File: src/sv/bvg_pkg.sv
// constants, tables and helpers of the battery voltage gauge
package bvg_pkg;

	// history ring
	localparam int HIST_DEPTH  = 10;
	localparam int HIST_SLOT_W = $clog2(HIST_DEPTH);
	localparam logic [HIST_SLOT_W-1:0] RISE_MIN_SLOT = HIST_SLOT_W'(3);

	typedef logic [12:0] mv_t;

	// reset values
	localparam logic [13:0] SCALE_RESET = 14'd8008;
	localparam logic [16:0] Q4_RESET    = 17'd62400;
	localparam mv_t         MV_RESET    = 13'd3900;

	// limits and thresholds, millivolts with 4 fraction bits but MV_MAX in whole millivolts
	localparam logic [16:0] Q4_MAX      = 17'd131071;
	localparam mv_t         MV_MAX      = 13'd8191;
	localparam logic [17:0] WIN_LOW_Q4  = 18'd32000;
	localparam logic [17:0] WIN_HIGH_Q4 = 18'd80000;
	localparam logic [16:0] FULL_Q4     = 17'd66720;
	localparam logic [16:0] CHARGING_Q4 = 17'd64800;
	localparam logic [17:0] RISE_Q4     = 18'd192;
	localparam logic [25:0] SCALE_ROUND = 26'd128;

	// item kind
	localparam logic KIND_SEED = 1'b1;

	// charge state codes
	localparam logic [1:0] CS_FULL        = 2'd0;
	localparam logic [1:0] CS_CHARGING    = 2'd1;
	localparam logic [1:0] CS_DISCHARGING = 2'd2;

	// state of charge table, voltages in Q4 millivolts, falling
	localparam int TABLE_POINTS = 12;
	localparam logic [16:0] SOC_MV_Q4 [TABLE_POINTS] = '{
		17'd67200, 17'd65600, 17'd64000, 17'd62400, 17'd61280, 17'd60480,
		17'd59680, 17'd58880, 17'd57920, 17'd56320, 17'd54400, 17'd51200
	};
	localparam logic [6:0] SOC_PCT [TABLE_POINTS] = '{
		7'd100, 7'd92, 7'd82, 7'd68, 7'd55, 7'd45,
		7'd35, 7'd24, 7'd15, 7'd7, 7'd2, 7'd0
	};

	// Q4 millivolts to whole millivolts, half up, saturated
	function automatic mv_t to_mv(input logic [16:0] q4);
		logic [17:0] t;
		logic [13:0] mv;
		t  = {1'b0, q4} + 18'd8;
		mv = t[17:4];
		return (mv > {1'b0, MV_MAX}) ? MV_MAX : mv[12:0];
	endfunction

endpackage

File: src/sv/battery_voltage_gauge_top.sv
// battery voltage gauge: scaling, smoothing, history ring and charge estimate
//
//  channel   signals                        width  moves
//  s_axis    tvalid tready tdata tuser      16+1   one reading per transaction
//  m_axis    tvalid tready tdata            24     one report per transaction
//  cfg       valid ready data               14     divider ratio, Q2.12
//
// An item is taken in idle, then runs multiply, update, history, prepare,
// four divide steps and a finish cycle. The one shared multiplier and the
// 4-step restoring divider set this sequence. The report sits in an output
// register, so the next item is taken while it waits; a stalled report holds
// the finish cycle.
// Reset restores the ratio, the 3900 mV average and a history of 3900 mV.
module battery_voltage_gauge_top (
	input  logic        clk,
	input  logic        arst_n,
	input  logic        s_axis_tvalid,
	output logic        s_axis_tready,
	input  logic [15:0] s_axis_tdata,   // adc_mv[11:0], history_tick[12], zero[15:13]
	input  logic        s_axis_tuser,   // kind[0]
	output logic        m_axis_tvalid,
	input  logic        m_axis_tready,
	output logic [23:0] m_axis_tdata,   // voltage_mv[12:0], percent[19:13],
	                                    // charge_state[21:20], reading_accepted[22],
	                                    // zero[23]
	input  logic        cfg_valid,
	output logic        cfg_ready,
	input  logic [13:0] cfg_data
);

	localparam logic [2:0] ST_IDLE = 3'd0;
	localparam logic [2:0] ST_MUL  = 3'd1;
	localparam logic [2:0] ST_UPD  = 3'd2;
	localparam logic [2:0] ST_HIST = 3'd3;
	localparam logic [2:0] ST_PREP = 3'd4;
	localparam logic [2:0] ST_DIV  = 3'd5;
	localparam logic [2:0] ST_FIN  = 3'd6;

	logic [2:0]  state_q;
	logic        kind_q;
	logic [11:0] adc_q;
	logic        tick_q;
	logic [13:0] scale_q;
	logic [17:0] r_q;
	logic [16:0] smooth_q;
	logic        acc_q;
	bvg_pkg::mv_t hist_q [bvg_pkg::HIST_DEPTH];
	logic [bvg_pkg::HIST_SLOT_W-1:0] slot_q;
	logic        wrapped_q;
	logic [6:0]  base_q;
	logic [11:0] diff_q;
	logic [3:0]  dp_q;
	logic [11:0] den_q;
	logic [16:0] rem_q;
	logic [12:0] denom_q;
	logic [3:0]  quo_q;
	logic [1:0]  bit_q;
	logic [1:0]  cs_q;
	logic        out_valid_q;
	logic [23:0] out_data_q;

	logic [11:0] mul_a;
	logic [13:0] mul_b;
	logic [25:0] mul_p;
	logic [25:0] scaled;
	logic [19:0] filt;
	bvg_pkg::mv_t mv_now;
	logic [6:0]  seg_base;
	logic [11:0] seg_diff;
	logic [3:0]  seg_dp;
	logic [11:0] seg_den;
	logic [17:0] rise_thr;
	logic        rise;
	logic [1:0]  cs_next;
	logic [16:0] dsh;

	assign s_axis_tready = (state_q == ST_IDLE);
	assign cfg_ready     = 1'b1;
	assign m_axis_tvalid = out_valid_q;
	assign m_axis_tdata  = out_data_q;

	// shared multiplier: reading times ratio, then offset times percent span
	always_comb begin
		if (state_q == ST_PREP) begin
			mul_a = diff_q;
			mul_b = {10'd0, dp_q};
		end else begin
			mul_a = adc_q;
			mul_b = scale_q;
		end
	end
	assign mul_p  = {14'd0, mul_a} * {12'd0, mul_b};
	assign scaled = mul_p + bvg_pkg::SCALE_ROUND;

	// quarter-step average
	assign filt = {2'd0, smooth_q, 1'b0} + {3'd0, smooth_q} + {2'd0, r_q} + 20'd2;

	assign mv_now = bvg_pkg::to_mv(smooth_q);

	// table segment of the smoothed voltage
	always_comb begin
		logic [16:0] d;
		logic [16:0] w;
		logic [6:0]  p;
		d        = '0;
		w        = '0;
		p        = '0;
		seg_base = 7'd0;
		seg_diff = 12'd0;
		seg_dp   = 4'd0;
		seg_den  = 12'd16;
		for (int i = bvg_pkg::TABLE_POINTS - 1; i >= 1; i--) begin
			if (smooth_q >= bvg_pkg::SOC_MV_Q4[i]) begin
				d = smooth_q - bvg_pkg::SOC_MV_Q4[i];
				w = bvg_pkg::SOC_MV_Q4[i-1] - bvg_pkg::SOC_MV_Q4[i];
				p = bvg_pkg::SOC_PCT[i-1] - bvg_pkg::SOC_PCT[i];
				seg_base = bvg_pkg::SOC_PCT[i];
				seg_diff = d[11:0];
				seg_den  = w[11:0];
				seg_dp   = p[3:0];
			end
		end
		if (smooth_q >= bvg_pkg::SOC_MV_Q4[0]) begin
			seg_base = bvg_pkg::SOC_PCT[0];
			seg_diff = 12'd0;
			seg_dp   = 4'd0;
			seg_den  = 12'd16;
		end
	end

	// charge judgement against the oldest history entry
	assign rise_thr = {1'b0, hist_q[slot_q], 4'd0} + bvg_pkg::RISE_Q4;
	assign rise = (wrapped_q || (slot_q > bvg_pkg::RISE_MIN_SLOT)) &&
	              ({1'b0, smooth_q} > rise_thr);
	always_comb begin
		if (smooth_q >= bvg_pkg::FULL_Q4) begin
			cs_next = bvg_pkg::CS_FULL;
		end else if (smooth_q >= bvg_pkg::CHARGING_Q4 || rise) begin
			cs_next = bvg_pkg::CS_CHARGING;
		end else begin
			cs_next = bvg_pkg::CS_DISCHARGING;
		end
	end

	// divisor shifted to the current quotient bit
	assign dsh = {4'd0, denom_q} << bit_q;

	// divider ratio register
	always_ff @(posedge clk or negedge arst_n) begin
		if (!arst_n) begin
			scale_q <= bvg_pkg::SCALE_RESET;
		end else if (cfg_valid && cfg_ready) begin
			scale_q <= cfg_data;
		end
	end

	// sequencer and filter state
	always_ff @(posedge clk or negedge arst_n) begin
		if (!arst_n) begin
			state_q   <= ST_IDLE;
			smooth_q  <= bvg_pkg::Q4_RESET;
			slot_q    <= '0;
			wrapped_q <= 1'b0;
			for (int i = 0; i < bvg_pkg::HIST_DEPTH; i++) begin
				hist_q[i] <= bvg_pkg::MV_RESET;
			end
		end else begin
			case (state_q)
				ST_IDLE: begin
					if (s_axis_tvalid) begin
						state_q <= ST_MUL;
					end
				end
				ST_MUL: begin
					state_q <= ST_UPD;
				end
				ST_UPD: begin
					if (kind_q == bvg_pkg::KIND_SEED) begin
						smooth_q <= (r_q > {1'b0, bvg_pkg::Q4_MAX}) ? bvg_pkg::Q4_MAX
						                                             : r_q[16:0];
					end else if (r_q > bvg_pkg::WIN_LOW_Q4 && r_q < bvg_pkg::WIN_HIGH_Q4) begin
						smooth_q <= filt[18:2];
					end
					state_q <= ST_HIST;
				end
				ST_HIST: begin
					if (kind_q == bvg_pkg::KIND_SEED) begin
						for (int i = 0; i < bvg_pkg::HIST_DEPTH; i++) begin
							hist_q[i] <= mv_now;
						end
						slot_q    <= '0;
						wrapped_q <= 1'b0;
					end else if (tick_q) begin
						hist_q[slot_q] <= mv_now;
						if (slot_q == bvg_pkg::HIST_SLOT_W'(bvg_pkg::HIST_DEPTH - 1)) begin
							slot_q    <= '0;
							wrapped_q <= 1'b1;
						end else begin
							slot_q <= slot_q + bvg_pkg::HIST_SLOT_W'(1);
						end
					end
					state_q <= ST_PREP;
				end
				ST_PREP: begin
					state_q <= ST_DIV;
				end
				ST_DIV: begin
					if (bit_q == 2'd0) begin
						state_q <= ST_FIN;
					end
				end
				ST_FIN: begin
					if (!out_valid_q || m_axis_tready) begin
						state_q <= ST_IDLE;
					end
				end
				default: begin
					state_q <= ST_IDLE;
				end
			endcase
		end
	end

	// working registers of one item
	always_ff @(posedge clk) begin
		case (state_q)
			ST_IDLE: begin
				kind_q <= s_axis_tuser;
				adc_q  <= s_axis_tdata[11:0];
				tick_q <= s_axis_tdata[12];
			end
			ST_MUL: begin
				r_q <= scaled[25:8];
			end
			ST_UPD: begin
				acc_q <= (kind_q == bvg_pkg::KIND_SEED) ||
				         (r_q > bvg_pkg::WIN_LOW_Q4 && r_q < bvg_pkg::WIN_HIGH_Q4);
			end
			ST_HIST: begin
				base_q <= seg_base;
				diff_q <= seg_diff;
				dp_q   <= seg_dp;
				den_q  <= seg_den;
			end
			ST_PREP: begin
				rem_q   <= {mul_p[15:0], 1'b0} + {5'd0, den_q};
				denom_q <= {den_q, 1'b0};
				quo_q   <= 4'd0;
				bit_q   <= 2'd3;
				cs_q    <= cs_next;
			end
			ST_DIV: begin
				if (rem_q >= dsh) begin
					rem_q        <= rem_q - dsh;
					quo_q[bit_q] <= 1'b1;
				end
				bit_q <= bit_q - 2'd1;
			end
			default: begin
			end
		endcase
	end

	// output register
	always_ff @(posedge clk or negedge arst_n) begin
		if (!arst_n) begin
			out_valid_q <= 1'b0;
		end else if (state_q == ST_FIN && (!out_valid_q || m_axis_tready)) begin
			out_valid_q <= 1'b1;
		end else if (m_axis_tready) begin
			out_valid_q <= 1'b0;
		end
	end

	always_ff @(posedge clk) begin
		if (state_q == ST_FIN && (!out_valid_q || m_axis_tready)) begin
			out_data_q <= {1'b0, acc_q, cs_q, base_q + {3'd0, quo_q}, mv_now};
		end
	end

endmodule

File: config.mk
export PLATFORM = sky130hd
export DESIGN_NAME = battery_voltage_gauge_top
export DESIGN_NICKNAME = d
export VERILOG_FILES = /design/src/sv/bvg_pkg.sv /design/src/sv/battery_voltage_gauge_top.sv
export SDC_FILE = /design/constraint.sdc
export NUM_CORES = 1
export LEC_CHECK = 0
export BUFFER_PORTS_ARGS = -buffer_cell sky130_fd_sc_hd__buf_2
export CAP_MARGIN = 20
export CORE_ASPECT_RATIO = 1.2
export CORE_MARGIN = 3
export CORE_UTILIZATION = 35
export DETAILED_ROUTE_END_ITERATION = 10
export GPL_ROUTABILITY_DRIVEN = 0
export SYNTH_ARGS = -nofsm -noshare
export SYNTH_HDL_FRONTEND = slang
export SYNTH_SLANG_ARGS = --single-unit
File: constraint.sdc
create_clock -name clk -period 23.2 [get_ports clk]
set_input_delay 3.48 -clock clk [delete_from_list [all_inputs] [get_ports clk]]
set_output_delay 3.48 -clock clk [all_outputs]
set_load 0.02 [all_outputs]
; ---- Word level (Yosys, flattened, before mapping)
; Cells that the tools add are included.
[word_totals]
out_inout_bits = 27
n_memories = 0
latchBits = 0
elab_cells = 207
mem_bits_rw = 0
mem_bits_ro = 0
input_bits = 36
ff_bits = 298
[op_classes]
n_shift = 1
multipliers = 1
n_mux = 77
reduce_logical = 28
addsub = 22
div = 0
magnitude_cmp = 25
bitwise_logic = 2
n_eq_ne = 11
[op_table]
columns = cell, n
row1 = $mux 130, 2
row2 = $ge 17x16->1 const B, 11
row3 = $mux 12, 13
row4 = $bwmux 130, 1
row5 = $mux 11, 10
row6 = $sub 12x12->12 const B, 6
row7 = $mux 17, 4
row8 = $bmux 13 s4, 1
row9 = $demux 13 s4, 1
row10 = $mux 13, 4
row11 = $mux 4, 13
row12 = $ge 17x17->1 const B, 3
row13 = $mux 7, 6
row14 = $pmux 17 s2, 1
row15 = $add 26x8->26 const B, 1
row16 = $mul 12x14->26, 1
row17 = $sub 12x10->12 const B, 2
row18 = $sub 12x11->12 const B, 2
row19 = $pmux 3 s7, 1
row20 = $add 18x17->19, 1
row21 = $add 19x18->19, 1
row22 = $add 19x2->19 const B, 1
row23 = $add 17x4->18 const B, 1
row24 = $add 17x8->18 const B, 1
row25 = other kinds (47), 79

; ---- Logic depth before layout (Yosys ltp)
; Gate-level depths: netlist (run 1).
[depth]
word_depth = 12
ltp_mapped = 31
ltp_nobuf = 28

; ---- Worst setup path before layout (run 1)
; No wires, ideal clock.
[synth_timing]
path_kind = register to register
start = register state_q[2]
end = register r_q[17], data pin
period_less_slack_ps = 7406
setup_slack_ps = 15794
arrival_ps = 7138
setup_time_ps = 268
required_time_ps = 22932
stages_incl_launch_ff = 27
path_cell_list = dfrtp_1 > clkbuf_1 > nand2b_1 > or2_2 > clkbuf_1 > inv_2 > buf_1 > nor2b_1 > nand2_1 > fa_1 > fa_1 > inv_1 > ha_1 > fa_1 > inv_1 > fa_1 > inv_1 > ha_1 > and3_1 > a221oi_4 > nand3_2 > a2111oi_2 > or2_1 > xor2_2 > or3_1 > and4bb_1 > xnor3_1
[synth_via]
elab_chain_cells = 4
elab_cells_between_ends = 5
cone_classes = add/sub (1) / mul (1) / eq/ne (1) / mux (2)
[synth_lines]
columns = element, line
row1 = from (decl), battery_voltage_gauge_top.sv:39  ; logic [2:0] state_q;
row2 = from (signal assigned), battery_voltage_gauge_top.sv:160  ; state_q <= ST_IDLE;
row3 = from (signal assigned), battery_voltage_gauge_top.sv:171  ; state_q <= ST_MUL;
row4 = from (signal assigned), battery_voltage_gauge_top.sv:175  ; state_q <= ST_UPD;
row5 = $eq 3x3->1 *, battery_voltage_gauge_top.sv:84  ; if (state_q == ST_PREP) begin
row6 = $mux 12 / $mux 14 (equally long branches), battery_voltage_gauge_top.sv:84
row7 = $mul 12x14->26 *, battery_voltage_gauge_top.sv:92  ; assign mul_p = {14'd0, mul_a} * {12'd0, mul_b};
row8 = $add 26x8->26 *, battery_voltage_gauge_top.sv:93  ; assign scaled = mul_p + bvg_pkg::SCALE_ROUND;
row9 = via scaled[25], battery_voltage_gauge_top.sv:65  ; logic [25:0] scaled;
row10 = to (signal assigned), battery_voltage_gauge_top.sv:233  ; r_q <= scaled[25:8];
row11 = to (decl), battery_voltage_gauge_top.sv:44  ; logic [17:0] r_q;
; Mark *: on every way through the listed nets, which the timed path passes. The rest lies on a longest branch.
; A chain may end at the register's enable or synchronous reset.

; ---- Worst setup path after layout (run 1)
; Ends and elaborated chain as after synthesis.

==> flow_metrics.tcl, run 1 <==
set metrics [dict create \
    status "completed" \
    grt_antenna_before_repair 0 \
    vias_per_cell 5.39 \
    grt_pass1_wl_microns 95000 \
    syn_inst 2316 \
    die-area_sq_um 67500 \
    synth_common_cells "nor2_1, inv_1, nand2_1, a21oi_1, ha_1" \
    totalWireLength_microns 58500 \
    synth_compound_area_share_pct 13.1 \
    arrival_ns 9.54 \
    ys_types 94 \
    dp_worst_setup_slack_ns 14.08 \
    n_antenna_cell 0 \
    grt_max_degree 101 \
    seq_area_frac_synth_pct 35.2 \
    cts_tree "yes" \
    synth-xor-area-share_pct 3.74 \
    routedWlPerCell_microns 18.5 \
    fp.coreArea_sq_um 63600 \
    post-place-cells 3102 \
    drtIter0Drc 1277 \
    cts_setup_buffers 0 \
    htree_levels 2 \
    synthAdderAreaFrac_pct 20.3 \
    yosysMostFrequentCell "nor2_1" \
    path_max_fanout 52 \
    synth_edf_count 119 \
    max_slew.worst_pin.slew_ns 1.05 \
    post-route-period-util_pct 39.9 \
    ys_ff_latch 289 \
    synthesis.nets 2636 \
    synth_ff_type "edfxtp_1" \
    cts_made_buffers 35 \
    dp_hpwl_microns 43300 \
    finalNonFillerCells 3170 \
    finalSetupViolations 0 \
    ys_warn_count 0 \
    maxCapViolCount 0 \
    yosys-mux-area-fraction_pct 7.04 \
    syn_avg_cell_area_sq_um 9.74 \
    slowest_stage "inv_2" \
    path_clk_slew_ns 0.06 \
    drc 0 \
    relSlewSlack_pct 29.8 \
    setup_slack_ns 13.95 \
    drive_above_1_share_pct 15.2 \
    rows 101 \
    hp-class "flip-flop to flip-flop" \
    die_width_microns 238 \
    grt.total_usage_pct 17.3 \
    synth-simple-area-share_pct 14.5 \
    n_fill_cell 6228 \
    netlist_area_sq_um 22600 \
    fin_nets 2639 \
    drv_slew 0 \
    holdBufCountCts 0 \
    clk_latency_ns 0.56 \
    rsz0062_at_grt "false" \
    synth_top_area_share_pct 15.8 \
    synth_top_family_by_area "adder cells" \
    grt_overflow 0 \
    finalHoldViolCount 0 \
    drt-pass1-iter-count 8 \
    fp.dieH_microns 284 \
    fin_crit_ns 9.25 \
    tns_ns 0 \
    clockBufferDepth 3 \
    synth_area_leaders "edfxtp_1, fa_1, dfstp_2" \
    fmax_mhz 108 \
    crit_required_ns 23.48 \
    dr_total_vias 17100 \
    area_delta_synth_final_pct 10.3 \
    start_util_pct 35.5 \
    worst_clock_skew_ns 0.0245 \
    antenna_left 0 \
    endpoint_kind "flip-flop" \
    crit_path_max_incr_delay_ns 0.80 \
    cts_resized 0 \
    path_class "flip-flop to flip-flop" \
    portBuffers 57 \
    ioPinCount 63 \
    path_common_cell "fa_1" \
    start_kind "flip-flop" \
    cts_num_sinks 289 \
    grt_pass1_vias 17600 \
    cts_root_buf "clkbuf_16" \
    synth_largest_area_cell "edfxtp_1" \
    synthArstFlopShare_pct 58.8 \
]
==> state kept, by name (all words and copies together) (netlist names), 12 cells and up <==
signal,count
r_q,18
scale_q,14
adc_q,12
hist_q,130
m_axis_tdata,23
smooth_q,17
diff_q,12
rem_q,16
==> worst max-delay path, delay by kind of cell, from the launching register on <==
family          cells  cell delay, ns
compound gates      4            1.78
xor+xnor            1            0.22
fa+ha+maj           6            2.95
flops               1            0.55
simple gates        9            2.21
buf+inv             5            1.23
==> layer usage <==
metal	global-route usage (%)	vias up	part of all wire (%)
li1	-	7990	-
met2	30.8	485	51
met5	0	-	0
met4	7.40	0	4.2
met1	21.2	8484	41
met3	2.03	129	4.4
==> layout make-up <==
cell class / count / area [sq um] / share of cell area (%)
timing repair buffer: 85 / 522 / 2.10
multi-input combinational: 1677 / 13300 / 53.4
clock buffer: 46 / 968 / 3.89
sequential: 289 / 7950 / 31.9
inverter: 231 / 867 / 3.49
tap: 824 / 1030 / 4.14
clock inverter: 18 / 249 / 1.00
==> worst paths after layout <==
path / depth (start not counted) / endpoint / from / slack (ns)
min in group asynchronous: 1 / hist_q[97] / arst_n / 3.07
setup / recovery: 25 / r_q[17] / state_q[2] / 13.95
max in group asynchronous: 2 / slot_q[0] / arst_n / 18.62
hold reg to reg: 0 / m_axis_tdata[20] / cs_q[0] / 0.42
hold / removal: 0 / m_axis_tdata[20] / cs_q[0] / 0.42
setup reg to reg: 25 / r_q[17] / state_q[2] / 13.95
==> cell usage in the layout, fill, tap and decap left out, drive strengths merged, types with 11 or more instances in the layout <==
| cell | instances |
|---|---|
| o21ai | 77 |
| o211ai | 21 |
| a21o | 20 |
| nand2 | 227 |
| mux2 | 49 |
| or2 | 14 |
| nand2b | 16 |
| inv | 235 |
| clkbuf | 46 |
| buf | 85 |
| o31ai | 12 |
| edfxtp | 119 |
| a21oi | 208 |
| o21a | 13 |
| nor3 | 30 |
| nor3b | 11 |
| o22ai | 17 |
| nand3 | 38 |
| dfrtp | 75 |
| and2 | 16 |
| dfstp | 95 |
| xnor2 | 67 |
| nor2b | 27 |
| or3 | 11 |
| a31oi | 16 |
| mux4 | 26 |
| and3 | 45 |
| fa | 137 |
| nor2 | 228 |
| ha | 147 |
| mux2i | 45 |
| xor2 | 26 |
| nand4 | 11 |
==> per-stage QoR <==
step | instance area, sq um | hold slack [ns] | util [%]
after global placement | 23600 | 0.411 | 37.1
after CTS | 24800 | 0.420 | 39.1
after global routing | 24900 | 0.431 | 39.1
after floorplan | 22600 | 0.400 | -
final | 24900 | 0.418 | 39.1
after detailed placement | 23600 | 0.405 | 37.1
==> cells by family after synthesis <==
kind of cell / Yosys count
flip-flops: 289
adder cells (fa/ha/maj): 284
XOR/XNOR: 94
AO/OA/AOI/OAI: 475
AND/OR/NAND/NOR: 702
buffers and inverters: 350
other: 2
multiplexers: 120
Power of run 1 is left out: the tool's default activity adds up to more than one toggle a clock period on the data nets, which glitch-free logic cannot reach.
==> run 2: changes to the inputs <==
- ABC_AREA: unset -> 1
- clock period: 23.2 -> 7.5 ns (I/O delays scaled with it)
==> flow_metrics.tcl, run 2 <==
set metrics [dict create \
    status "completed" \
    yosysMostFrequentCell "nand2_1" \
    synth_largest_area_cell "edfxtp_1" \
    synth_area_leaders "edfxtp_1, fa_1, dfstp_2" \
    grt_pass1_vias 18800 \
    drv_slew 0 \
    start_util_pct 35.7 \
    synth_edf_count 115 \
    holdBufCountCts 0 \
    syn_avg_cell_area_sq_um 8.15 \
    path_class "flip-flop to flip-flop" \
    netlist_area_sq_um 22800 \
    maxCapViolCount 0 \
    synth_compound_area_share_pct 13.6 \
    cts_num_sinks 285 \
    worstRegToRegCells 27 \
    rows 101 \
    fin_nets 3174 \
    r2r_slack_ns 0.53 \
    yosys-mux-area-fraction_pct 0.241 \
    relSlewSlack_pct 36.0 \
    antenna_left 0 \
    max_slew.worst_pin.slew_ns 0.960 \
    syn_inst 2801 \
    largest_reg_flops 130 \
    tns_ns 0 \
    n_antenna_cell 0 \
    synthAdderAreaFrac_pct 20.1 \
    synth_common_cells "nand2_1, inv_1, nor2_1, o21ai_0, ha_1" \
    synthArstFlopShare_pct 59.6 \
    finalHoldViolCount 0 \
    arrival_ns 7.27 \
    synth_top_family_by_area "adder cells" \
    r2r-end "r_q[15]" \
    grt_max_degree 68 \
    endpoint_kind "flip-flop" \
    grt_overflow 0 \
    finalSetupViolations 0 \
    hp-class "input port to async pin" \
    path_clk_slew_ns 0.06 \
    postLayoutCellArea_sq_um 25300 \
    synth_ff_type "edfxtp_1" \
    vias_per_cell 5.05 \
    htree_levels 2 \
    ioPinCount 63 \
    n_fill_cell 6588 \
    crit_path_max_incr_delay_ns 0.54 \
    drc 0 \
    routedWlPerCell_microns 17.1 \
    crit_required_ns 7.81 \
    dp_hpwl_microns 48100 \
    fp.coreArea_sq_um 63900 \
    start_kind "flip-flop" \
    utilization_pct 39.6 \
    clockBufferDepth 3 \
    synth_top_area_share_pct 15.1 \
    drive_above_1_share_pct 11.7 \
    drtIter0Drc 1355 \
    synth-simple-area-share_pct 18.4 \
    drt-pass1-iter-count 6 \
    grt_antenna_before_repair 0 \
    dr_total_vias 18700 \
    clk_latency_ns 0.57 \
    grt_pass1_wl_microns 101000 \
    grt.total_usage_pct 18.5 \
    slowest_stage "fa_1" \
    layout_commonest_cell "nand2_1" \
    ys_ff_latch 285 \
    fmax_mhz 143 \
    die_width_microns 239 \
    top_register "hist_q" \
    cts_root_buf "clkbuf_16" \
    worst_clock_skew_ns 0.0299 \
    totalWireLength_microns 63200 \
    area_delta_synth_final_pct 11.0 \
    ys_warn_count 0 \
    path_max_fanout 8 \
    r2r-start "state_q[2]" \
    rsz0062_at_grt "false" \
    ys_types 66 \
    fin_crit_ns 6.97 \
    fp.dieH_microns 286 \
    post-route-period-util_pct 92.9 \
    synth-xor-area-share_pct 3.36 \
    cts_made_buffers 36 \
    cts_tree "yes" \
    path_common_cell "inv_1" \
    synthesis.nets 3121 \
    seq_area_frac_synth_pct 34.3 \
    dpl_cell_area_sq_um 24100 \
    final_cell_mix "nand2_1, inv_1, nor2_1, o21ai_0, ha_1" \
    die-area_sq_um 68400 \
    portBuffers 57 \
]
## run 2: worst max path at each step
stage / from / endpoint / slack (ns) / cells after the start
after floorplan: state_q[0] / rem_q[15] / 1.10 / 27
after global placement: state_q[2] / r_q[16] / 0.46 / 29
after detailed placement: state_q[2] / rem_q[15] / 0.37 / 26
after CTS: state_q[2] / rem_q[15] / 0.35 / 26
after global routing: state_q[2] / r_q[16] / 0.08 / 30
final: state_q[2] / r_q[15] / 0.53 / 27
## run 2: worst max-delay path, delay by kind of cell (launching register included)
family | cells | cell delay [ns]
compound gates | 2 | 0.66
xor+xnor | 2 | 0.41
fa+ha+maj | 6 | 2.92
buf+inv | 8 | 0.91
flops | 1 | 0.48
simple gates | 9 | 1.33
## run 2: cell families (layout without fill, tap and decap cells)
| logic type | Yosys count | after routing |
|---|---|---|
| flops | 285 | 285 |
| simple gates | 1012 | 1012 |
| fa+ha+maj | 284 | 284 |
| other cells | 2 | 2 |
| buf+inv | 582 | 663 |
| xor+xnor | 83 | 83 |
| compound gates | 548 | 548 |
| mux | 5 | 5 |
## run 2: metrics by stage
stage | setup slack [ns] | cells | hold slack, ns
after global routing | 0.0844 | 3706 | 0.468
final | 0.531 | 3706 | 0.464
after CTS | 0.346 | 3704 | 0.453
after detailed placement | 0.366 | 3638 | 0.461
after global placement | 0.461 | 3638 | 0.457
after floorplan | 1.10 | 2801 | 0.400
## run 2: repair_timing
item | CTS | global route
setup endpoints to repair | 0 | 3
buffers inserted | 0 | 0
gates resized for setup | 0 | 3
## run 2: per-layer routing
metal  vias up  wire, microns  part of all wire (%)  track usage (%)
met2       528          31700                    50             33.0
met5         -              0                     0                0
met4         0           2650                   4.2             7.91
met1      8888          26200                    41             22.6
met3       170           2660                   4.2             2.19
li1       9126              -                     -                -
## run 2: final cells by class
class / count / area (sq um) / share of cell area [%]
sequential: 285 / 7830 / 30.9
tap: 824 / 1030 / 4.07
inverter: 503 / 1890 / 7.46
multi-input combinational: 1934 / 12700 / 50.3
clock buffer: 45 / 965 / 3.81
timing repair buffer: 94 / 589 / 2.33
clock inverter: 21 / 302 / 1.19
Power of run 2 is left out for the same reason.
